### src/hw/rtl/mf3_pkg.sv
`timescale 1ns / 1ps
// mf3_pkg: shared types, codes and compare helpers for the 3x3 median filter.
// No dependencies; imported by mf3_ctrl, mf3_median and the top level.
package mf3_pkg;

    localparam int SAMPLE_W  = 16;
    localparam int CFG_IDX_W = 2;
    localparam int CFG_W     = 16;
    localparam int CH_CFG_W  = 3;

    // Configuration register indexes
    localparam logic [CFG_IDX_W-1:0] CFG_IMAGE_WIDTH   = 2'd0;
    localparam logic [CFG_IDX_W-1:0] CFG_IMAGE_HEIGHT  = 2'd1;
    localparam logic [CFG_IDX_W-1:0] CFG_CHANNEL_COUNT = 2'd2;

    // Input beat kinds
    localparam logic ACT_SAMPLE = 1'b0;
    localparam logic ACT_DRAIN  = 1'b1;

    // Per-beat command handed from the control stage to the datapath
    typedef struct packed {
        logic wr;          // sample beat: update row stores and window
        logic produced;    // beat yields a result
        logic interior;    // result is the 3x3 median
        logic use_edge;    // result is the last-column sample two rows back
        logic drain;       // result comes from a row store read
        logic drain_upper; // drain reads the upper row store
        logic last;        // final result of the frame
    } cmd_t;

    function automatic logic [SAMPLE_W-1:0] min2(input logic [SAMPLE_W-1:0] a,
                                                 input logic [SAMPLE_W-1:0] b);
        return (a < b) ? a : b;
    endfunction

    function automatic logic [SAMPLE_W-1:0] max2(input logic [SAMPLE_W-1:0] a,
                                                 input logic [SAMPLE_W-1:0] b);
        return (a < b) ? b : a;
    endfunction

    function automatic logic [SAMPLE_W-1:0] min3(input logic [SAMPLE_W-1:0] a,
                                                 input logic [SAMPLE_W-1:0] b,
                                                 input logic [SAMPLE_W-1:0] c);
        return min2(min2(a, b), c);
    endfunction

    function automatic logic [SAMPLE_W-1:0] max3(input logic [SAMPLE_W-1:0] a,
                                                 input logic [SAMPLE_W-1:0] b,
                                                 input logic [SAMPLE_W-1:0] c);
        return max2(max2(a, b), c);
    endfunction

    function automatic logic [SAMPLE_W-1:0] med3(input logic [SAMPLE_W-1:0] a,
                                                 input logic [SAMPLE_W-1:0] b,
                                                 input logic [SAMPLE_W-1:0] c);
        return max2(min2(a, b), min2(max2(a, b), c));
    endfunction

endpackage

### src/hw/rtl/mf3_median.sv
`timescale 1ns / 1ps
// mf3_median: two-stage 3x3 median network followed by the result register.
// Depends on mf3_pkg.
module mf3_median (
    input  logic                                aclk,
    input  logic                                aresetn,
    input  logic                                en,
    input  logic                                in_valid,
    input  logic                                in_last,
    input  logic                                in_bypass,
    input  logic [mf3_pkg::SAMPLE_W-1:0]        in_byp_val,
    input  logic [8:0][mf3_pkg::SAMPLE_W-1:0]   in_win,
    output logic                                out_valid,
    output logic                                out_last,
    output logic [mf3_pkg::SAMPLE_W-1:0]        out_sample
);

    import mf3_pkg::*;

    logic                      a_valid_reg, a_last_reg, a_byp_reg;
    logic [SAMPLE_W-1:0]       a_byp_val_reg;
    logic [2:0][SAMPLE_W-1:0]  a_lo_reg, a_md_reg, a_hi_reg;
    logic                      o_valid_reg, o_last_reg;
    logic [SAMPLE_W-1:0]       o_sample_reg, o_sample_next;

    // Stage A: sort each row of three
    always_ff @(posedge aclk) begin
        if (en) begin
            a_byp_val_reg <= in_byp_val;
            a_last_reg    <= in_last;
            a_byp_reg     <= in_bypass;
            for (int r = 0; r < 3; r++) begin
                a_lo_reg[r] <= min3(in_win[r*3], in_win[r*3+1], in_win[r*3+2]);
                a_md_reg[r] <= med3(in_win[r*3], in_win[r*3+1], in_win[r*3+2]);
                a_hi_reg[r] <= max3(in_win[r*3], in_win[r*3+1], in_win[r*3+2]);
            end
        end
    end

    // Stage B: bypass value, or max of minima, median of medians, min of maxima, then median
    always_comb begin
        if (a_byp_reg) begin
            o_sample_next = a_byp_val_reg;
        end else begin
            o_sample_next = med3(max3(a_lo_reg[0], a_lo_reg[1], a_lo_reg[2]),
                                 med3(a_md_reg[0], a_md_reg[1], a_md_reg[2]),
                                 min3(a_hi_reg[0], a_hi_reg[1], a_hi_reg[2]));
        end
    end

    always_ff @(posedge aclk) begin
        if (en) begin
            o_sample_reg <= o_sample_next;
            o_last_reg   <= a_last_reg;
        end
    end

    always_ff @(posedge aclk) begin
        if (!aresetn) begin
            a_valid_reg <= 1'b0;
            o_valid_reg <= 1'b0;
        end else if (en) begin
            a_valid_reg <= in_valid;
            o_valid_reg <= a_valid_reg;
        end
    end

    assign out_valid  = o_valid_reg;
    assign out_last   = o_last_reg && o_valid_reg;
    assign out_sample = o_sample_reg;

endmodule

### config.mk
export PLATFORM = sky130hd
export DESIGN_NAME = mf3_median
export DESIGN_NICKNAME = d
export VERILOG_FILES = /design/src/hw/rtl/mf3_pkg.sv /design/src/hw/rtl/mf3_median.sv
export SDC_FILE = /design/constraint.sdc
export NUM_CORES = 1
export LEC_CHECK = 0
export BUFFER_PORTS_ARGS = -buffer_cell sky130_fd_sc_hd__buf_2
export CAP_MARGIN = 20
export CORE_MARGIN = 1
export CORE_UTILIZATION = 29
export DETAILED_ROUTE_END_ITERATION = 8
export GPL_ROUTABILITY_DRIVEN = 0
export PLACE_DENSITY_LB_ADDON = 0.08
export SLEW_MARGIN = 20
export SYNTH_ARGS = -nofsm -noshare
export SYNTH_HDL_FRONTEND = slang
export SYNTH_SLANG_ARGS = --single-unit
### constraint.sdc
create_clock -name aclk -period 43.9 [get_ports aclk]
set_clock_uncertainty 0.05 [all_clocks]
set_input_delay 6.585 -clock aclk [delete_from_list [all_inputs] [get_ports aclk]]
set_output_delay 6.585 -clock aclk [all_outputs]
set_load 0.01 [all_outputs]
# Yosys cells after proc, flatten, opt, wreduce, memory -nomap -nowiden
# Cells that the tools add are included.
# Widths: inputs -> output; s select.
# totals
in_bits,166
register_bits,181
word_cells,70
out_inout_bits,18
# classes
n_reduce_logical,1
magnitude_cmp,22
n_mux,31
# op_table
operator,n
$mux 16,31
$lt 16x16->1,22
$logic_and 1x1->1,1

# Logic depth before layout (Yosys ltp)
# logic_depth
ltp_word,13
depth_mapped,76
depth_no_buf,67

# Worst setup path after synthesis
# Ideal clock, no wire load.
# synth_timing
path_kind,flip-flop to flip-flop
start,register a_md_reg[10] in the netlist's numbering
end,"register o_sample_reg[10], in the netlist out_sample[10] (data pin)"
path_stages_with_launch,75
required_time_ns,43.582
arrival_ns,14.721
slack_ns,28.861
period_less_slack_ns,15.039
path_buffers,10
setup_time_ns,0.268
cell_sequence,edfxtp_1 ha_1 and4_1 a31oi_1 a21boi_0 a211oi_2 buf_2 buf_1 buf_1 clkbuf_1 mux2_2 ha_1 a21oi_1 nor2b_1 a2111oi_0 nand3_1 a211oi_2 or2_0 [... 39 more ...] a211o_1 o21a_1 buf_2 mux2i_1 ha_1 a21o_1 a21oi_1 nor2b_1 o21ai_0 nand2b_1 a21oi_1 nor2b_1 o21ai_0 o311ai_1 and2_1 buf_1 a22oi_1 o211ai_2
# synth_via
elab_chain_len,13
elab_cells_between_ends,15
classes_between,order compare: 6; mux: 9
# synth_rtl
element,line_no,source
from (decl),mf3_median.sv:22,"logic [2:0][SAMPLE_W-1:0] a_lo_reg, a_md_reg, a_hi_reg;"
"from (signal, indexed assignment)",mf3_median.sv:34,"a_md_reg[r] <= med3(in_win[r*3], in_win[r*3+1], in_win[r*3+2]);"
$lt 16x16->1,"mf3_pkg.sv:33, mf3_pkg.sv:38",
$mux 16,mf3_pkg.sv:38,return (a < b) ? b : a;
$lt 16x16->1,mf3_pkg.sv:33,return (a < b) ? a : b;
$mux 16,mf3_pkg.sv:33,
$lt 16x16->1,mf3_pkg.sv:38,
$mux 16 *,mf3_pkg.sv:38,
$lt 16x16->1,"mf3_pkg.sv:33, mf3_pkg.sv:38",
$mux 16,mf3_pkg.sv:38,
$lt 16x16->1,mf3_pkg.sv:33,
$mux 16,mf3_pkg.sv:33,
$lt 16x16->1,mf3_pkg.sv:38,
$mux 16 *,mf3_pkg.sv:38,
$mux 16 *,mf3_median.sv:42,if (a_byp_reg) begin
net o_sample_next[10],mf3_median.sv:24,"logic [SAMPLE_W-1:0] o_sample_reg, o_sample_next;"
to (signal assigned),mf3_median.sv:53,o_sample_reg <= o_sample_next;
to (decl),mf3_median.sv:24,
# The timed path passes the listed nets; every way through them passes the cells marked *.
# A chain may end at the register's enable or synchronous reset.

# Worst setup path in the final report
# layout_timing
start,register a_md_reg[10] in the netlist's numbering
end,"register o_sample_reg[4], in the netlist out_sample[4] (data pin)"
# The elaborated chain is that of the path after synthesis.

==> impl_metrics.toml <==
[route]
routed.top_layer = "met4"
first_pass_iters = 7
dr_wl_met3_um = 1409
via_count = 16010
routedLengthMet1_um = 30120
wl_per_cell_um = 20.09
viasPerCell = 5.059
drc_errors = 7
antenna_left = 0
met2_length_um = 31340
drt-initial-drc-count = 906
postRouteWirelength_um = 63580

[critical_path]
critPathLaunchType = "flip-flop"
slowest_delay_ns = 0.56
arrival_ns = 16.75
crit_path_frequent_cell = "a21o_1"
worst-setup-path-type = "flip-flop to flip-flop"
worst_path_max_delay_cell = "a221oi_1"
required_ns = 44.08
worstSetupEndpointType = "flip-flop"
worst-path-max-fanout = 50

[grt]
antenna_found_initial = 2
track_usage = 0.1891
overflow = 0
grt_pass1_wl_um = 95520
grt_pass1_vias = 15940
grt_max_degree = 80

[finish]
regArea_um2 = 5415
antenna_cells = 0
nets = 2781
fin_cells = 3165
layout-drive-gt1-share = 0.1686
layout_commonest_cell = "ha_1"
multi_input_area_um2 = 12910
final_cell_mix = "327 x ha_1, 243 x inv_1, 185 x nand2_1"
fillers = 6884
areaGrowthSynthToFinish_pct = 13.51

[timing]
worst_slew_pin_slew_ns = 0.9375
period_needed_ns = 16.57
setup_viol_count_final = 0
rsz0062_at_grt = "false"
fin_crit_sh = 0.3775
slew_viol_final = 0
max_freq_ghz = 0.06035
maxSlewHeadroom = 0.3735
hold_violations = 0
worst_hold_slack_ns = 0.3802
final.setup.tns_ns = 0

[logic_synthesis]
synth-async-reset-ratio = 0
netlist_instances = 2137
synth-main-ff-cell = "edfxtp_1"
synth-seq-cells = 181
synth.distinct_cells = 82
synth_area_um2 = 19440
synth_nets = 2630
synth_area_per_cell_um2 = 9.098
ys_warn_count = 0
ys_seq_area_frac = 0.2785
synth_edf_count = 179

[die]
die-area_um2 = 68080
die_y_um = 260.9
die_w_um = 260.9
start_util = 0.2941
io_pins = 184
core-area_um2 = 66100
fp-row-count = 94

[run]
cap_viol_max_count = 0

[clock_network]
cts_buffers = 17
cts_tree = "yes"
clock_latency_ns = 0.49
post_cts_buffers = 0
root_buffer = "clkbuf_16"
cts.sinks = 181
cts-htree-levels = 4
hold_buffers = 0
cts.repair.resized = 0
clkSlewWorstSetupHoldPaths_ns = 0.07
clk_path_buf_depth = 2

[placement]
portBuffers = 183
placedCellCount = 3132
dpl.hpwl_um = 54460

[status]
outcome = "complete, but fails checks"
violations = "DRC"

[worst_hold_path]
hold_path.class = "flip-flop to flip-flop"
## per-stage QoR
step	utilization	setup WS (ns)	instance area, um^2
after detailed placement	0.3237	27.40	21400
after global routing	0.3339	25.74	22070
after floorplan	-	28.86	19440
after CTS	0.3335	27.34	22040
final	0.3339	27.33	22070
after global placement	0.3237	27.76	21400
## synth_stat cells, types with 8 or more instances
master	n	area share
nand2b_1	23	0.0074
nand3_1	26	0.0067
o21ai_0	181	0.047
mux2_2	110	0.064
nand2_1	186	0.036
and4_1	8	0.0036
ha_1	327	0.21
a22oi_1	11	0.0042
nor2_1	109	0.021
inv_1	243	0.047
o211ai_1	13	0.0050
a21o_1	105	0.041
o21a_1	12	0.0046
mux2i_1	142	0.073
clkbuf_1	55	0.011
o22ai_1	8	0.0026
a211oi_1	13	0.0050
edfxtp_1	179	0.28
o211ai_2	10	0.0064
nor3_1	17	0.0044
a21oi_1	134	0.034
nor2b_1	27	0.0087
nand4_1	41	0.013
a31oi_1	11	0.0035
nor4_1	10	0.0032
## cell type report
class	instances	share of cell area
clock buffer	17	0.01928
timing repair buffer	204	0.04984
tap	864	0.04899
sequential	181	0.2454
clock inverter	15	0.009978
multi-input combinational	1640	0.5850
inverter	244	0.04150
## worst max-delay path, delay by kind of cell (launching register included)
family	cells	cell delay, ns
fa+ha+maj	6	1.80
buf+inv	3	1.00
simple gates	17	3.46
flops	1	0.43
compound gates	34	7.78
mux	5	1.68
## final timing paths
| kind | cells past startpoint | end | from | slack (ns) |
|---|---|---|---|---|
| setup / recovery | 65 | out_sample[4]$_DFFE_PP_ | a_md_reg[10]$_DFFE_PP_ | 27.33 |
| hold / removal | 0 | o_last_reg$_DFFE_PP_ | a_last_reg$_DFFE_PP_ | 0.38 |
| setup reg to reg | 65 | out_sample[4]$_DFFE_PP_ | a_md_reg[10]$_DFFE_PP_ | 27.33 |
| hold reg to reg | 0 | o_last_reg$_DFFE_PP_ | a_last_reg$_DFFE_PP_ | 0.38 |
## cells by family after synthesis
group           Yosys count  synth area share
compound gates          571            0.1904
xor+xnor                  1         0.0004506
fa+ha+maj               330            0.2120
buf+inv                 316           0.06332
flops                   181            0.2785
mux                     254            0.1380
simple gates            484            0.1173
## metal layers
| layer | up-vias | global-route usage |
|---|---|---|
| li1 | 8177 | - |
| met1 | 7580 | 0.2459 |
| met2 | 223 | 0.3334 |
| met3 | 33 | 0.02224 |
| met4 | 0 | 0.04012 |
| met5 | - | 0 |
Power is left out: the tool's default activity adds up to more than one toggle a clock period on the data nets, which glitch-free logic cannot reach.
