$ cat config.mk
export PLATFORM = sky130hd
export DESIGN_NAME = mf3_ctrl
export DESIGN_NICKNAME = d
export VERILOG_FILES = /design/src/hw/rtl/mf3_pkg.sv /design/src/hw/rtl/mf3_ctrl.sv
export SDC_FILE = /design/constraint.sdc
export NUM_CORES = 1
export LEC_CHECK = 0
export BUFFER_PORTS_ARGS = -buffer_cell sky130_fd_sc_hd__buf_2
export CORE_UTILIZATION = 30
export CTS_CLUSTER_SIZE = 8
export DETAILED_ROUTE_END_ITERATION = 10
export GPL_ROUTABILITY_DRIVEN = 0
export HOLD_SLACK_MARGIN = 0.05
export PLACE_DENSITY = 0.52
export SYNTH_ARGS = -nofsm -noshare
export SYNTH_HDL_FRONTEND = slang
export SYNTH_SLANG_ARGS = --single-unit
export TNS_END_PERCENT = 10
$ cat constraint.sdc
create_clock -name aclk -period 8.4 [get_ports aclk]
set_input_delay 0.42 -clock aclk [delete_from_list [all_inputs] [get_ports aclk]]
set_output_delay 0.42 -clock aclk [all_outputs]
set_load 0.1 [all_outputs]
$ cat src/hw/rtl/mf3_pkg.sv
`timescale 1ns / 1ps
// mf3_pkg: shared types, codes and compare helpers for the 3x3 median filter.
// No dependencies; imported by mf3_ctrl, mf3_median and the top level.
package mf3_pkg;

    localparam int SAMPLE_W  = 16;
    localparam int CFG_IDX_W = 2;
    localparam int CFG_W     = 16;
    localparam int CH_CFG_W  = 3;

    // Configuration register indexes
    localparam logic [CFG_IDX_W-1:0] CFG_IMAGE_WIDTH   = 2'd0;
    localparam logic [CFG_IDX_W-1:0] CFG_IMAGE_HEIGHT  = 2'd1;
    localparam logic [CFG_IDX_W-1:0] CFG_CHANNEL_COUNT = 2'd2;

    // Input beat kinds
    localparam logic ACT_SAMPLE = 1'b0;
    localparam logic ACT_DRAIN  = 1'b1;

    // Per-beat command handed from the control stage to the datapath
    typedef struct packed {
        logic wr;          // sample beat: update row stores and window
        logic produced;    // beat yields a result
        logic interior;    // result is the 3x3 median
        logic use_edge;    // result is the last-column sample two rows back
        logic drain;       // result comes from a row store read
        logic drain_upper; // drain reads the upper row store
        logic last;        // final result of the frame
    } cmd_t;

    function automatic logic [SAMPLE_W-1:0] min2(input logic [SAMPLE_W-1:0] a,
                                                 input logic [SAMPLE_W-1:0] b);
        return (a < b) ? a : b;
    endfunction

    function automatic logic [SAMPLE_W-1:0] max2(input logic [SAMPLE_W-1:0] a,
                                                 input logic [SAMPLE_W-1:0] b);
        return (a < b) ? b : a;
    endfunction

    function automatic logic [SAMPLE_W-1:0] min3(input logic [SAMPLE_W-1:0] a,
                                                 input logic [SAMPLE_W-1:0] b,
                                                 input logic [SAMPLE_W-1:0] c);
        return min2(min2(a, b), c);
    endfunction

    function automatic logic [SAMPLE_W-1:0] max3(input logic [SAMPLE_W-1:0] a,
                                                 input logic [SAMPLE_W-1:0] b,
                                                 input logic [SAMPLE_W-1:0] c);
        return max2(max2(a, b), c);
    endfunction

    function automatic logic [SAMPLE_W-1:0] med3(input logic [SAMPLE_W-1:0] a,
                                                 input logic [SAMPLE_W-1:0] b,
                                                 input logic [SAMPLE_W-1:0] c);
        return max2(min2(a, b), min2(max2(a, b), c));
    endfunction

endpackage

$ cat src/hw/rtl/mf3_ctrl.sv
`timescale 1ns / 1ps
// mf3_ctrl: configuration registers, frame position, drain count and store addressing.
// Depends on mf3_pkg.
module mf3_ctrl #(
    parameter int MAX_WIDTH    = 2048,
    parameter int MAX_CHANNELS = 4,
    parameter int SAMPLE_BITS  = 16,
    localparam int AW  = $clog2(MAX_WIDTH * MAX_CHANNELS),
    localparam int CB  = $clog2(MAX_WIDTH),
    localparam int CHB = (MAX_CHANNELS > 1) ? $clog2(MAX_CHANNELS) : 1
) (
    input  logic                           aclk,
    input  logic                           aresetn,
    input  logic                           en,
    input  logic                           in_valid,
    input  logic                           in_action,
    input  logic [mf3_pkg::SAMPLE_W-1:0]   in_sample,
    input  logic                           cfg_we,
    input  logic [mf3_pkg::CFG_IDX_W-1:0]  cfg_index,
    input  logic [mf3_pkg::CFG_W-1:0]      cfg_data,
    output logic [AW-1:0]                  rd_addr_a,
    output logic [AW-1:0]                  rd_addr_b,
    output mf3_pkg::cmd_t                  p1_cmd,
    output logic [CHB-1:0]                 p1_ch,
    output logic [AW-1:0]                  p1_idx,
    output logic [SAMPLE_BITS-1:0]         p1_sample,
    output logic                           pend_zero
);

    import mf3_pkg::*;

    localparam int WW = $clog2(MAX_WIDTH + 1);
    localparam int PW = $clog2((MAX_WIDTH + 1) * MAX_CHANNELS + 1);

    logic [11:0]         cfg_w_reg;
    logic [15:0]         cfg_h_reg;
    logic [CH_CFG_W-1:0] cfg_c_reg;

    logic [CB-1:0]  col_reg, col_next;
    logic [15:0]    row_reg, row_next;
    logic [CHB-1:0] ch_reg, ch_next;
    logic [PW-1:0]  pend_reg, pend_next;

    cmd_t           cmd_reg, cmd_next;
    logic [CHB-1:0] p1_ch_reg;
    logic [AW-1:0]  p1_idx_reg;
    logic [SAMPLE_BITS-1:0] p1_sample_reg;

    logic [WW-1:0]       w_eff;
    logic [CH_CFG_W-1:0] c_eff;
    logic [15:0]         h_eff;
    logic [PW-1:0]       w_p, c_p, wc, lagc, wm1c_p, frame_pend, d, dch, mid_addr_p;
    logic [AW-1:0]       wm1c, idx, edge_addr, drain_addr;
    logic                acc, restart;
    logic [CB-1:0]       col0;
    logic [15:0]         row0;
    logic [CHB-1:0]      ch0;
    logic [CH_CFG_W-1:0] ch_inc;
    logic [WW-1:0]       col_inc;
    logic [16:0]         row_inc;
    logic                interior, produced;

    // Effective geometry: zero acts as one, oversize clamps to the maximum
    always_comb begin
        if (cfg_w_reg == '0) begin
            w_eff = WW'(1);
        end else if (32'(cfg_w_reg) > 32'(MAX_WIDTH)) begin
            w_eff = WW'(MAX_WIDTH);
        end else begin
            w_eff = WW'(cfg_w_reg);
        end
        if (cfg_c_reg == '0) begin
            c_eff = CH_CFG_W'(1);
        end else if (32'(cfg_c_reg) > 32'(MAX_CHANNELS)) begin
            c_eff = CH_CFG_W'(MAX_CHANNELS);
        end else begin
            c_eff = cfg_c_reg;
        end
        h_eff = (cfg_h_reg == '0) ? 16'd1 : cfg_h_reg;
    end

    assign w_p        = PW'(w_eff);
    assign c_p        = PW'(c_eff);
    assign wc         = w_p * c_p;
    assign lagc       = (w_p + PW'(1)) * c_p;
    assign wm1c_p     = (w_p - PW'(1)) * c_p;
    assign wm1c       = wm1c_p[AW-1:0];
    // A one-row frame drains all of itself, taller ones a row plus a pixel
    assign frame_pend = (h_eff == 16'd1) ? wc : lagc;

    assign acc     = in_valid && en;
    assign restart = (row_reg >= h_eff);
    assign row0    = restart ? '0 : row_reg;
    assign col0    = restart ? '0 : col_reg;
    assign ch0     = restart ? '0 : ch_reg;

    assign idx       = AW'(col0) * AW'(c_eff) + AW'(ch0);
    assign edge_addr = wm1c + ((CH_CFG_W'(ch0) < c_eff) ? AW'(ch0) : '0);

    // Drain addressing: the last pixel of the upper row first, then the middle row
    assign d          = pend_reg - wc;
    assign dch        = (d <= c_p) ? (c_p - d) : '0;
    assign mid_addr_p = wc - pend_reg;
    assign drain_addr = (pend_reg > wc) ? (wm1c + AW'(dch)) : mid_addr_p[AW-1:0];

    assign rd_addr_a = (in_action == ACT_DRAIN) ? drain_addr : idx;
    assign rd_addr_b = edge_addr;

    assign interior = (row0 >= 16'd2) && (({1'b0, row0} + 17'd1) <= {1'b0, h_eff})
                   && (col0 >= CB'(2)) && ((WW'(col0) + WW'(1)) <= w_eff);
    assign produced = (col0 != '0) ? (row0 >= 16'd1) : (row0 >= 16'd2);

    assign ch_inc  = CH_CFG_W'(ch0) + CH_CFG_W'(1);
    assign col_inc = WW'(col0) + WW'(1);
    assign row_inc = {1'b0, row0} + 17'd1;

    always_comb begin
        col_next  = col_reg;
        row_next  = row_reg;
        ch_next   = ch_reg;
        pend_next = pend_reg;
        cmd_next  = '0;
        if (acc) begin
            if (in_action == ACT_DRAIN) begin
                if (pend_reg != '0) begin
                    pend_next            = pend_reg - PW'(1);
                    cmd_next.produced    = 1'b1;
                    cmd_next.drain       = 1'b1;
                    cmd_next.drain_upper = (pend_reg > wc);
                    cmd_next.last        = (pend_reg == PW'(1));
                    if (pend_reg == PW'(1)) begin
                        col_next = '0;
                        row_next = '0;
                        ch_next  = '0;
                    end
                end
            end else if (pend_reg == '0) begin
                cmd_next.wr       = 1'b1;
                cmd_next.produced = produced;
                cmd_next.interior = interior;
                cmd_next.use_edge = (col0 == '0);
                ch_next  = ch0;
                col_next = col0;
                row_next = row0;
                if (ch_inc >= c_eff) begin
                    ch_next = '0;
                    if (col_inc >= w_eff) begin
                        col_next = '0;
                        row_next = row_inc[15:0];
                        if (row_inc[15:0] >= h_eff) begin
                            pend_next = frame_pend;
                        end
                    end else begin
                        col_next = col_inc[CB-1:0];
                    end
                end else begin
                    ch_next = ch_inc[CHB-1:0];
                end
            end
        end
    end

    always_ff @(posedge aclk) begin
        if (!aresetn) begin
            cfg_w_reg <= 12'd2048;
            cfg_h_reg <= 16'd1080;
            cfg_c_reg <= CH_CFG_W'(3);
            col_reg   <= '0;
            row_reg   <= '0;
            ch_reg    <= '0;
            pend_reg  <= '0;
            cmd_reg   <= '0;
        end else begin
            if (cfg_we) begin
                unique case (cfg_index)
                    CFG_IMAGE_WIDTH:   cfg_w_reg <= cfg_data[11:0];
                    CFG_IMAGE_HEIGHT:  cfg_h_reg <= cfg_data;
                    CFG_CHANNEL_COUNT: cfg_c_reg <= cfg_data[CH_CFG_W-1:0];
                    default:           ;
                endcase
            end
            col_reg  <= col_next;
            row_reg  <= row_next;
            ch_reg   <= ch_next;
            pend_reg <= pend_next;
            if (en) begin
                cmd_reg <= cmd_next;
            end
        end
    end

    always_ff @(posedge aclk) begin
        if (en) begin
            p1_ch_reg     <= ch0;
            p1_idx_reg    <= idx;
            p1_sample_reg <= in_sample[SAMPLE_BITS-1:0];
        end
    end

    assign p1_cmd    = cmd_reg;
    assign p1_ch     = p1_ch_reg;
    assign p1_idx    = p1_idx_reg;
    assign p1_sample = p1_sample_reg;
    assign pend_zero = (pend_reg == '0);

endmodule

# == Word level (Yosys, flattened, before mapping) ==
# Index checks and enable logic that the tools add are counted.
# totals
reg_bits,112
out_inout_bits,65
in_bits,40
elab_cells,119
# op_classes
order_cmp,14
n_mul,4
n_eq_ne,6
n_reduce_logical,21
add_sub_neg,12
muxes,45
# op_table
operator,count
2-to-1 mux 16 bit,8
2-to-1 mux 14 bit,7
2-to-1 mux 11 bit,7
2-to-1 mux 13 bit,3
>= comparator 16 bit,2
adder 13 x 2 -> 13 bit,2
2-to-1 mux 12 bit,2
adder 16 x 1 -> 17 bit (second input constant),1
less-or-equal comparator 17 x 16 -> 1 bit,1
== test 16 x 1 -> 1 bit (second input constant),1
>= comparator 16 x 1 -> 1 bit (second input constant),1
>= comparator 16 x 2 -> 1 bit (second input constant),1
logical NOT 16 bit,1
2-to-1 mux 2 bit,8
== test 14 x 1 -> 1 bit (second input constant),1
> comparator 14 bit,1
less-or-equal comparator 14 x 3 -> 1 bit,1
logical NOT 14 bit,1
multiplier 12 x 3 -> 14 bit,1
multiplier 13 x 3 -> 14 bit,1
multiplier 14 x 3 -> 13 bit,1
nonzero test 14 bit,1
subtractor 14 x 1 -> 14 bit (second input constant),1
subtractor 14 bit,1
32 further kinds,47

# == Logic depth before layout (Yosys ltp) ==
# depth
depth_word,12
depth_mapped,40
mapped_depth_nobuf,40

# == Worst setup path before layout ==
# OpenSTA, ideal clock, no wires.
# synth_timing
path_type,register -> output
startpoint,reg cfg_w_reg[5]
endpoint,out rd_addr_a[8]
path_slack_ns,-1.103
arrival_ns,9.083
path_buffers,1
required_ns,7.980
stages_incl_launch_ff,38
cell_sequence,dfxtp_1 -> or4_1 -> nor2_1 -> and3_1 -> nor2_1 -> nor2_1 -> nand2_1 -> fa_1 -> inv_1 -> ha_1 -> inv_1 -> fa_1 -> nor2b_4 -> o21a_1 -> nor2_1 -> xnor2_1 -> ha_1 -> clkbuf_1 -> [... 2 more ...] -> o211a_1 -> a31oi_1 -> a211oi_2 -> or2_2 -> o2111ai_1 -> a32o_1 -> nand2b_1 -> nor3_1 -> ha_1 -> nor2b_1 -> o21a_1 -> o21a_1 -> o211ai_1 -> nand2_1 -> a21oi_1 -> xnor2_1 -> mux2i_1 -> o21ai_0
# synth_via
elab_chain_cells,10
elab_cells_between_ends,16
classes_between,5 x add/sub; 2 x mul; 3 x order compare; 5 x mux; 1 x reduce/logical
# synth_lines
item,line,rtl
start: declaration,mf3_ctrl.sv:35,logic [11:0] cfg_w_reg;
start signal: assignment,mf3_ctrl.sv:176,CFG_IMAGE_WIDTH: cfg_w_reg <= cfg_data[11:0];
> comparator 12 bit,mf3_ctrl.sv:67,end else if (32'(cfg_w_reg) > 32'(MAX_WIDTH)) begin
2-to-1 mux 12 bit,mf3_ctrl.sv:67,
2-to-1 mux 12 bit *,mf3_ctrl.sv:65,if (cfg_w_reg == '0) begin
multiplier 12 x 3 -> 14 bit,mf3_ctrl.sv:84,assign wc = w_p * c_p;
subtractor 14 bit,mf3_ctrl.sv:101,assign d = pend_reg - wc;
subtractor 3 x 13 -> 13 bit / less-or-equal comparator 14 x 3 -> 1 bit (equally long branches),mf3_ctrl.sv:102,assign dch = (d <= c_p) ? (c_p - d) : '0;
2-to-1 mux 13 bit,mf3_ctrl.sv:102,
adder 13 bit,mf3_ctrl.sv:104,assign drain_addr = (pend_reg > wc) ? (wm1c + AW'(dch)) : mid_addr_p[AW-1:0];
2-to-1 mux 13 bit *,mf3_ctrl.sv:104,
2-to-1 mux 13 bit *,mf3_ctrl.sv:106,assign rd_addr_a = (in_action == ACT_DRAIN) ? drain_addr : idx;
end: declaration,mf3_ctrl.sv:21,"output logic [AW-1:0] rd_addr_a,"
# Mark *: on every way between the ends. The rest lies on a longest branch, timed or not.

# == Worst setup path after layout ==
# layout_timing
startpoint,reg cfg_w_reg[5]
endpoint,out rd_addr_a[12]
# The elaborated chain is that of the path after synthesis.

==> out/summary.md <==
• **cells after synthesis** 1758
• **DRC violation count after routing** 0
• **worst reg-to-reg setup slack** 0.66 ns
• **data required time of the critical path** 7.98 ns
• **Layout Skew** 0.0181 ns
• **final routed wirelength across all metal layers** 43500 um
• **number of hold violations in the final report** 0
• **RSZ-0062 raised after global routing** yes
• **Total Negative Setup Slacks** -0.180 ns
• **via count of the first global-routing pass** 12500
• **min setup slack post-route** -0.126 ns
• **Iter 0 DRT Violations** 859
• **slew at the pin closest to its max-slew limit** 1.14 ns
• **Worst Hold Class** in -> reg
• **half-perimeter wire length after placement** 35100 um
• **reported leakage power** 7.25 nW
• **initial core utilization** 0.304
• **Rows** 77
• **dominant cells by area after synthesis** sky130_fd_sc_hd__ha_1, sky130_fd_sc_hd__dfxtp_1, sky130_fd_sc_hd__fa_1
• **number of flip-flops and latches in the synthesized netlist** 112
• **Inst Count DP** 2463
• **share of synthesized registers carrying an async set or reset** 0
• **count of hold-fix buffers inserted at cts** 0
• **antenna violations before repair** 0
• **final antenna diode count** 0
• **via density per instance** 5.16
• **DR WL/cell** 17.5 um
• **first-pass GRT wire length** 68100 um
• **Final Slew Violations** 0
• **proportion of synthesized chip area in sequential cells** 0.191
• **status** finished with violations
• **H-Tree Depth** 3
• **post-route minimum period** 8.53 ns
• **clock insertion delay at the later pin of the skew report** 0.40 ns
• **standard cell core area** 44100 um2
• **number of clock sinks** 112
• **worst hold path endpoint** p1_sample[2]$_DFFE_PP_
• **Max Cap Violations** 0
• **f_max** 0.117 GHz
• **maximum number of buffers from clock root to sink** 2
• **power density of the placed cells** 197 nW/um2
• **category of the critical setup timing path** reg -> out
• **mean instance size in the synthesized netlist** 7.62 um2
• **unique cell type count in the Yosys netlist** 83
• **Final Total Pwr** 0.00310 W
• **period utilisation layout** 1.01
• **fraction of final layout cells with drive strength greater than 1** 0.144
• **Cell Area, Synth** 13400 um2
• **WHS** 0.193 ns
• **gate family responsible for the most delay along the worst path** simple AND/OR/NAND/NOR gates
• **violations in the final reports** setup timing
• **top flip-flop cell by instance count after synthesis** sky130_fd_sc_hd__dfxtp_1
• **post-route ant nets** 0
• **number of nets at the end of the flow** 2137
• **Worst R2R End** pend_reg[9]$_SDFFE_PN0P_
• **IO buf count** 104
• **DIE WIDTH** 213 um
• **buffer and inverter count on the worst path** 5
• **clock root buffer** sky130_fd_sc_hd__clkbuf_16
• **final non-filler cell total** 2484
• **fillcell total** 4769
• **Register-to-Register Path Depth** 28
• **number of buffers created by CTS** 9
• **Largest stage delay, worst path** 0.55 ns
• **worst vdd ir** 0.000443 V
• **number of top-level design ports** 105
• **total gr overflow** 0
• **post-synthesis cell type with the largest combined area** sky130_fd_sc_hd__ha_1
• **Die Area** 45500 um2
• **setup-violating endpoint count in the final report** 3
• **die extent in y** 213 um
• **capturing element type of the critical path** primary output
• **Synth warnings** 0
• **cell depth of the worst setup path** 38
• **Arrival @ worst endpoint** 8.11 ns
• **GRT Total Usage** 0.193
• **maximum number of pins on one net before global-route repair** 52
• **area share of the largest cell type after synthesis** 0.150
• **number of enable flip-flop cells after synthesis** 31
• **CTS clk-pin slew, worst paths** 0.08 ns
• **Slew headroom** 0.238
• **worst r2r src** cfg_h_reg[7]$_SDFFE_PN0P_
• **sort of element at the start of the critical path** flop
• **first-pass iteration count of the detailed router** 7
• **clock tree from TritonCTS** yes
• **vias after detailed routing** 12800
• **startpoint of the most critical hold path** in_sample[2]
• **Critical Path Slowest Stage Cell** sky130_fd_sc_hd__or4_4
• **Layout Area Growth over Synthesis** 17.3%
• **WHS Path Cells** 1
• **CP Max Fanout** 5
-- through the flow --
step / utilization / instance area (um2) / setup slack, ns
5_1_grt: 0.356 / 15700 / -0.672
3_5_place_dp: 0.344 / 15200 / -0.125
3_3_place_gp: 0.344 / 15200 / 0.0239
2_1_floorplan: - / 13400 / -0.499
4_1_cts: 0.355 / 15700 / -0.130
6_report: 0.356 / 15700 / -0.126
-- final cells by class --
| type | instances | area, um2 | share of cell area |
|---|---|---|---|
| Sequential cell | 112 | 2550 | 0.163 |
| Inverter | 182 | 683 | 0.0435 |
| Clock buffer | 9 | 225 | 0.0143 |
| Clock inverter | 7 | 67.6 | 0.00430 |
| Timing Repair Buffer | 193 | 1380 | 0.0875 |
| Multi-Input combinational cell | 1389 | 10100 | 0.641 |
| Tap cell | 592 | 741 | 0.0472 |
-- kinds of logic (layout without fill, tap and decap cells) --
family,count (synthesis),count (layout),share of synthesized area
mux,17,17,0.0132
other cells,1,2,0.000280
xor+xnor,111,111,0.0726
simple gates,649,649,0.232
compound gates,400,400,0.196
fa+ha+maj,210,210,0.224
flops,112,112,0.191
buf+inv,258,391,0.0723
-- where the power goes --
group,internal (W),leakage (nW),switching (W)
clock,0.000231,0.137,0.000230
combinational,0.000597,6.14,0.00144
sequential,0.000579,0.969,0.0000220
-- synthesized netlist by cell type (5+ instances only) --
cell and count:
sky130_fd_sc_hd__o21a_1 23, sky130_fd_sc_hd__nand3b_1 6, sky130_fd_sc_hd__fa_1 49, sky130_fd_sc_hd__or2_2 9
sky130_fd_sc_hd__edfxtp_1 31, sky130_fd_sc_hd__nand2b_1 15, sky130_fd_sc_hd__a311oi_1 8, sky130_fd_sc_hd__nand2_1 260
sky130_fd_sc_hd__or4_1 6, sky130_fd_sc_hd__nand3_1 44, sky130_fd_sc_hd__and2_1 10, sky130_fd_sc_hd__o21bai_1 13
sky130_fd_sc_hd__a21boi_0 6, sky130_fd_sc_hd__nor3b_1 6, sky130_fd_sc_hd__o22ai_1 5, sky130_fd_sc_hd__buf_1 8
sky130_fd_sc_hd__o31ai_1 6, sky130_fd_sc_hd__xnor2_1 79, sky130_fd_sc_hd__ha_1 161, sky130_fd_sc_hd__nand4_1 21
sky130_fd_sc_hd__nor2_1 122, sky130_fd_sc_hd__nor2b_1 29, sky130_fd_sc_hd__a21o_1 35, sky130_fd_sc_hd__o21ai_0 74
sky130_fd_sc_hd__a21oi_1 120, sky130_fd_sc_hd__mux2i_1 12, sky130_fd_sc_hd__a31oi_1 18, sky130_fd_sc_hd__a211oi_1 15
sky130_fd_sc_hd__and3_1 22, sky130_fd_sc_hd__a22oi_1 11, sky130_fd_sc_hd__nor3_1 42, sky130_fd_sc_hd__xor2_1 32
sky130_fd_sc_hd__inv_1 180, sky130_fd_sc_hd__mux2_2 5, sky130_fd_sc_hd__o211ai_1 16, sky130_fd_sc_hd__dfxtp_1 81
sky130_fd_sc_hd__clkbuf_1 68, sky130_fd_sc_hd__or3_1 16, sky130_fd_sc_hd__nor4_1 19
-- routing by layer --
layer	vias to the layer above	share of wire	GRT usage
met5	-	0	0
met4	0	0.030	0.0719
met3	59	0.046	0.0257
met2	316	0.45	0.309
met1	6086	0.48	0.264
li1	6353	-	-
-- repair_timing --
action / 4_1_cts / 5_1_grt
pin swaps: 12 / 9
endpoints found under the setup margin: 6 / 8
setup buffers: 4 / 1
resized for setup: 32 / 4
-- layout by cell type, fill, tap and decap left out, types with 6 or more instances in the layout --
cell type and instances:
sky130_fd_sc_hd__a211oi_1 14, sky130_fd_sc_hd__a21boi_0 6, sky130_fd_sc_hd__a21o_1 35, sky130_fd_sc_hd__a21oi_1 117, sky130_fd_sc_hd__a22oi_1 11, sky130_fd_sc_hd__a311oi_1 8
sky130_fd_sc_hd__a31oi_1 15, sky130_fd_sc_hd__and2_1 10, sky130_fd_sc_hd__and3_1 22, sky130_fd_sc_hd__buf_12 12, sky130_fd_sc_hd__buf_2 91, sky130_fd_sc_hd__buf_4 89
sky130_fd_sc_hd__clkbuf_16 9, sky130_fd_sc_hd__dfxtp_1 80, sky130_fd_sc_hd__edfxtp_1 31, sky130_fd_sc_hd__fa_1 47, sky130_fd_sc_hd__ha_1 159, sky130_fd_sc_hd__inv_1 179
sky130_fd_sc_hd__mux2i_1 12, sky130_fd_sc_hd__nand2_1 259, sky130_fd_sc_hd__nand2b_1 14, sky130_fd_sc_hd__nand3_1 43, sky130_fd_sc_hd__nand3b_1 6, sky130_fd_sc_hd__nand4_1 21
sky130_fd_sc_hd__nor2_1 119, sky130_fd_sc_hd__nor2b_1 29, sky130_fd_sc_hd__nor3_1 41, sky130_fd_sc_hd__nor4_1 19, sky130_fd_sc_hd__o211ai_1 16, sky130_fd_sc_hd__o21a_1 23
sky130_fd_sc_hd__o21ai_0 70, sky130_fd_sc_hd__o21bai_1 13, sky130_fd_sc_hd__or2_2 9, sky130_fd_sc_hd__or3_1 15, sky130_fd_sc_hd__xnor2_1 77, sky130_fd_sc_hd__xor2_1 32
-- worst max path at each step --
stage                              startpoint            end  slack, ns
global route        cfg_w_reg[5]$_SDFFE_PN0P_  rd_addr_a[12]      -0.67
CTS                 cfg_w_reg[5]$_SDFFE_PN0P_  rd_addr_a[12]      -0.13
floorplan           cfg_w_reg[5]$_SDFFE_PN0P_   rd_addr_a[7]      -0.50
global placement    cfg_w_reg[5]$_SDFFE_PN0P_  rd_addr_a[11]       0.02
detailed placement  cfg_w_reg[5]$_SDFFE_PN0P_  rd_addr_a[12]      -0.13
finish              cfg_w_reg[5]$_SDFFE_PN0P_  rd_addr_a[12]      -0.13
(Power assumes the default switching activity.)
